**src/rtl/kwbe_pkg.sv**
```systemverilog
`default_nettype none
package kwbe_pkg;

  localparam int SAMPLE_W  = 24;
  localparam int CHAN_W    = 3;
  localparam int COEF_W    = 32;
  localparam int SIG_W     = 48;
  localparam int STEPLEN_W = 16;
  localparam int ENERGY_W  = 63;
  localparam int ACC_W     = 64;
  localparam int BLKNUM_W  = 32;
  localparam int CFG_IDX_W = 3;
  localparam int NUM_COEF  = 7;
  localparam int MUL_W     = 33;
  localparam int PROD_W    = 2 * MUL_W;
  localparam int MAG_W     = 31;
  localparam int WEIGHT_W  = 17;

  typedef logic signed [SIG_W-1:0]  sig_t;
  typedef logic signed [COEF_W-1:0] coef_t;
  typedef logic signed [MUL_W-1:0]  mul_op_t;
  typedef logic signed [PROD_W-1:0] prod_t;
  typedef logic [ACC_W-1:0]         acc_t;

  // Register map of the configuration port.
  typedef enum logic [CFG_IDX_W-1:0] {
    REG_SHELF_B0    = 3'd0,
    REG_SHELF_B1    = 3'd1,
    REG_SHELF_B2    = 3'd2,
    REG_SHELF_A1    = 3'd3,
    REG_SHELF_A2    = 3'd4,
    REG_HIGHPASS_A1 = 3'd5,
    REG_HIGHPASS_A2 = 3'd6,
    REG_STEP_LENGTH = 3'd7
  } reg_idx_t;

  typedef enum logic [2:0] {
    ST_IDLE,
    ST_FILT,
    ST_ACC,
    ST_FRAME,
    ST_SUM,
    ST_OUT
  } state_t;

  // Weight 1.41 as 92406 / 65536.
  localparam logic [WEIGHT_W-1:0] WEIGHT_SURROUND = 17'd92406;
  localparam logic [CHAN_W-1:0]   CHAN_SURR_L     = 3'd3;
  localparam logic [CHAN_W-1:0]   CHAN_SURR_R     = 3'd4;

  localparam sig_t SIG_MAX = {1'b0, {(SIG_W-1){1'b1}}};
  localparam sig_t SIG_MIN = {1'b1, {(SIG_W-1){1'b0}}};
  localparam acc_t E_MAX   = {1'b0, {(ACC_W-1){1'b1}}};
  localparam logic [STEPLEN_W-1:0] STEP_LEN_RESET = 16'd4800;

  function automatic sig_t sat48(input prod_t v);
    if (v > prod_t'(SIG_MAX)) begin
      return SIG_MAX;
    end else if (v < prod_t'(SIG_MIN)) begin
      return SIG_MIN;
    end
    return v[SIG_W-1:0];
  endfunction

  function automatic acc_t add_sat(input acc_t a, input acc_t b);
    logic [ACC_W:0] s;
    s = {1'b0, a} + {1'b0, b};
    if (s > {1'b0, E_MAX}) begin
      return E_MAX;
    end
    return s[ACC_W-1:0];
  endfunction

  function automatic coef_t coef_reset(input logic [CFG_IDX_W-1:0] idx);
    case (idx)
      REG_SHELF_B0:    return 32'sd824163884;
      REG_SHELF_B1:    return -32'sd1445093387;
      REG_SHELF_B2:    return 32'sd643382241;
      REG_SHELF_A1:    return -32'sd907665796;
      REG_SHELF_A2:    return 32'sd393247619;
      REG_HIGHPASS_A1: return -32'sd1068398589;
      REG_HIGHPASS_A2: return 32'sd531540992;
      default:         return '0;
    endcase
  endfunction

endpackage
`default_nettype wire

```
**src/rtl/kwbe_mul.sv**
```systemverilog
`default_nettype none
module kwbe_mul import kwbe_pkg::*; (
  input  wire logic    clk,
  input  wire logic    en,
  input  wire mul_op_t op_a,
  input  wire mul_op_t op_b,
  output prod_t        prod_r
);

  prod_t prod_nxt;

  assign prod_nxt = op_a * op_b;

  always_ff @(posedge clk) begin
    if (en) begin
      prod_r <= prod_nxt;
    end
  end

endmodule
`default_nettype wire

```
**config.mk**
```make
export PLATFORM = sky130hd
export DESIGN_NAME = kwbe_mul
export DESIGN_NICKNAME = d
export VERILOG_FILES = /design/src/rtl/kwbe_pkg.sv /design/src/rtl/kwbe_mul.sv
export SDC_FILE = /design/constraint.sdc
export NUM_CORES = 2
export LEC_CHECK = 0
export BUFFER_PORTS_ARGS = -buffer_cell sky130_fd_sc_hd__buf_2
export CELL_PAD_IN_SITES_DETAIL_PLACEMENT = 1
export CELL_PAD_IN_SITES_GLOBAL_PLACEMENT = 2
export CORE_ASPECT_RATIO = 1.75
export CORE_MARGIN = 8
export CORE_UTILIZATION = 43
export DETAILED_ROUTE_END_ITERATION = 6
export GPL_TIMING_DRIVEN = 0
export HOLD_SLACK_MARGIN = 0.15
export MAX_ROUTING_LAYER = met4
export PLACE_DENSITY = 0.92
export SLEW_MARGIN = 10
export SYNTH_ARGS = -nofsm -noshare
export SYNTH_HDL_FRONTEND = slang
export SYNTH_SLANG_ARGS = --single-unit
```
**constraint.sdc**
```tcl
create_clock -name clk -period 11.03 [get_ports clk]
set_clock_uncertainty 0.1 [all_clocks]
set_input_delay 0.5515 -clock clk [delete_from_list [all_inputs] [get_ports clk]]
set_output_delay 0.5515 -clock clk [all_outputs]
set_load 0.01 [all_outputs]
```
==> parameters.txt <==
Parameter                              Value

STA
  Headroom to the max-slew limit ... 0.00988
  RSZ-0062 raised after global routing ... false
  Period Utilization, post-route ... 0.886
  Fin. Hold Viols ... 0
  Number of max-slew violations in the final report ... 0
  Fin Setup TNS ... 0 ps
  Final setup vio count ... 0
  Peak Freq ... 0.102 GHz
  Post-layout min period ... 9770 ps
  Worst-Margin Slew ... 1490 ps

Global route
  Met1 Resource Use GR ... 0.337
  Most utilized layer in the global route result ... met2
  Overflow after GRT ... 0
  Global-route wire length before repair ... 265,000 µm
  Met3 track demand over resource ... 0.0941
  GR Util All Layers ... 0.372
  Initial antenna violation count ... 35
  Largest net degree at the start of global routing ... 53
  M2 GR Usage ... 0.610
  Number of global-route vias before repair ... 37,300

Layout
  Area growth syn-to-layout ... 6.45%
  Max reg flops ... 66
  Layout fillers ... 11,000
  Highest-count cells in the layout ignoring fill and taps ... sky130_fd_sc_hd__fa_1, sky130_fd_sc_hd__inv_1, sky130_fd_sc_hd__and2_1, sky130_fd_sc_hd__nand2_1, sky130_fd_sc_hd__ha_1
  Final-stage net count ... 5,877
  Fraction of final layout cells with drive strength greater than 1 ... 0.0404
  Biggest regs ... prod_r (66)
  Most common library cell in the layout ignoring fill and taps ... sky130_fd_sc_hd__fa_1
  Reg with most FFs ... prod_r

Routing
  Via-per-instance ratio ... 5.64
  Pre-antenna DRT Iters ... 6
  Violation count after the first detailed-route iteration ... 2,289
  Number of nets still failing antenna checks after routing ... 0
  WL per Instance ... 33.1 µm
  Post-route DRC violation count ... 0
  Final wirelength ... 189,000 µm
  Total via count after detailed routing ... 32,200

Floorplanning
  Effective utilization at floorplan ... 0.432
  Top Ports ... 134
  Count of standard-cell rows ... 150
  Die X ... 249 µm
  Placeable core region ... 95,000 µm²
  Area of the die ... 106,000 µm²
  Die Span Y ... 425 µm

Critical path
  Highest fanout seen on the critical path ... 10
  Startpoint type of the worst setup path ... input port
  Worst setup EP type ... flop
  Worst endpoint data arrival time ... 9790 ps
  Critical path type ... in -> reg
  Worst EP required ... 11,050 ps

Clocking
  Number of resized instances in the post-cts repair step ... 0
  TritonCTS buffer count ... 9
  Post-cts hold buffer count ... 0
  Number of setup buffers added after CTS ... 0
  Clock tree from TritonCTS ... done
  Depth of the CTS H-tree ... 3
  Clock-pin transition on the worst setup and hold timing paths ... 60 ps
  Cell at the root of the clock tree ... sky130_fd_sc_hd__clkbuf_16
  Sinks on Clock Net ... 66
  Maximum clock insertion buffer count ... 2

Yosys
  Sequential area share after synthesis ... 0.0483
  Mapped Area ... 41,000 µm²
  Post-synthesis instance total ... 4,302
  Async set-or-reset flop fraction in the synthesized netlist ... 0
  Most common flop cell mapped by yosys ... sky130_fd_sc_hd__edfxtp_1
  Synth Net Count ... 5,732
  Mapped Avg Cell Area ... 9.54 µm²
  Leading post-synthesis cells by cell area ... sky130_fd_sc_hd__fa_1, sky130_fd_sc_hd__inv_1, sky130_fd_sc_hd__and2_1
  Number of enable-type register cells in the synthesized netlist ... 66
  Fraction of post-synthesis cell area in the top cell type by area ... 0.559
  Total number of yosys warnings ... 0
  Largest area contributor in the netlist ... sky130_fd_sc_hd__fa_1
  Number of distinct library cells after synthesis ... 61
  FF+latch count, synth ... 66

Placement
  Final RePlAce weighted congestion ... 1.11
  Dpl hpwl ... 154,000 µm
  PortBufs ... 133

Status
  Status ... complete, no violations

Job
  Max-cap violations ... 0

Hold path
  Hold Crit Class ... in -> reg
layout make-up:
cell class,count,area (µm²),share of cell area
diodes,36,90.1,0.00206
clock inverters,7,103,0.00235
flip-flops and latches,66,1980,0.0454
plain buffers,221,842,0.0193
inverters,1133,4250,0.0974
repair buffers,134,696,0.0159
multi-input cells,2882,34000,0.778
clock buffers,9,225,0.00516
well taps,1216,1520,0.0348
routing by layer:
layer | wire length, µm | share of wire
met5 | 0 | 0
met4 | 27400 | 0.15
met2 | 91800 | 0.49
met1 | 54800 | 0.29
met3 | 14700 | 0.078
cells by family after synthesis:
| group | count (synthesis) | synth area share |
|---|---|---|
| xor+xnor | 75 | 0.0160 |
| simple gates | 1228 | 0.151 |
| flops | 66 | 0.0483 |
| fa+ha+maj | 1362 | 0.625 |
| compound gates | 217 | 0.0354 |
| buf+inv | 1354 | 0.124 |
metrics by stage:
| stage | cell area, µm² | hold WS, ps | cells | utilization | worst slack [ps] |
|---|---|---|---|---|---|
| final | 43700 | 470 | 5704 | 0.460 | 1260 |
| after global routing | 43600 | 459 | 5695 | 0.460 | 939 |
| after CTS | 43600 | 461 | 5668 | 0.459 | 1120 |
| after global placement | 43200 | 863 | 5651 | 0.455 | 874 |
| after detailed placement | 43200 | 857 | 5652 | 0.455 | 768 |
| after floorplan | 41000 | 564 | 4302 | - | 3020 |
cells in the mapped netlist (20+ instances only):
cell type                     n
sky130_fd_sc_hd__and2_1     562
sky130_fd_sc_hd__clkbuf_1   220
sky130_fd_sc_hd__xor2_1      20
sky130_fd_sc_hd__a21o_1      28
sky130_fd_sc_hd__a21oi_1     73
sky130_fd_sc_hd__ha_1       217
sky130_fd_sc_hd__nor2_1      47
sky130_fd_sc_hd__nand2_1    543
sky130_fd_sc_hd__inv_1     1133
sky130_fd_sc_hd__edfxtp_1    66
sky130_fd_sc_hd__o21ai_0     37
sky130_fd_sc_hd__xnor2_1     55
sky130_fd_sc_hd__fa_1      1145
final timing paths:
| path | from | endpoint | slack (ps) | cells after the start |
|---|---|---|---|---|
| worst max-delay path | op_b[10] | prod_r[65] | 1260 | 24 |
| worst min-delay path | en | prod_r[54] | 470 | 1 |
worst max-delay path: stages:
cell                       delay [ps]
sky130_fd_sc_hd__buf_2            200
sky130_fd_sc_hd__clkbuf_1         960
sky130_fd_sc_hd__nand2_1          250
sky130_fd_sc_hd__fa_1             670
sky130_fd_sc_hd__fa_1            1060
sky130_fd_sc_hd__fa_1             550
sky130_fd_sc_hd__inv_1             90
sky130_fd_sc_hd__fa_1             450
sky130_fd_sc_hd__fa_1             940
sky130_fd_sc_hd__fa_1             550
sky130_fd_sc_hd__fa_1             490
sky130_fd_sc_hd__inv_1             50
sky130_fd_sc_hd__fa_1             470
sky130_fd_sc_hd__inv_1             50
sky130_fd_sc_hd__ha_1             370
sky130_fd_sc_hd__and4_1           240
sky130_fd_sc_hd__and3_1           220
sky130_fd_sc_hd__a31oi_1          160
sky130_fd_sc_hd__o21ai_0          170
sky130_fd_sc_hd__a221o_1          360
sky130_fd_sc_hd__a31oi_2          310
sky130_fd_sc_hd__o211ai_1         220
sky130_fd_sc_hd__o41ai_2          270
sky130_fd_sc_hd__xnor2_1          100
Power is left out: the tool's default activity adds up to more than one toggle a clock period on the data nets, which glitch-free logic cannot reach.
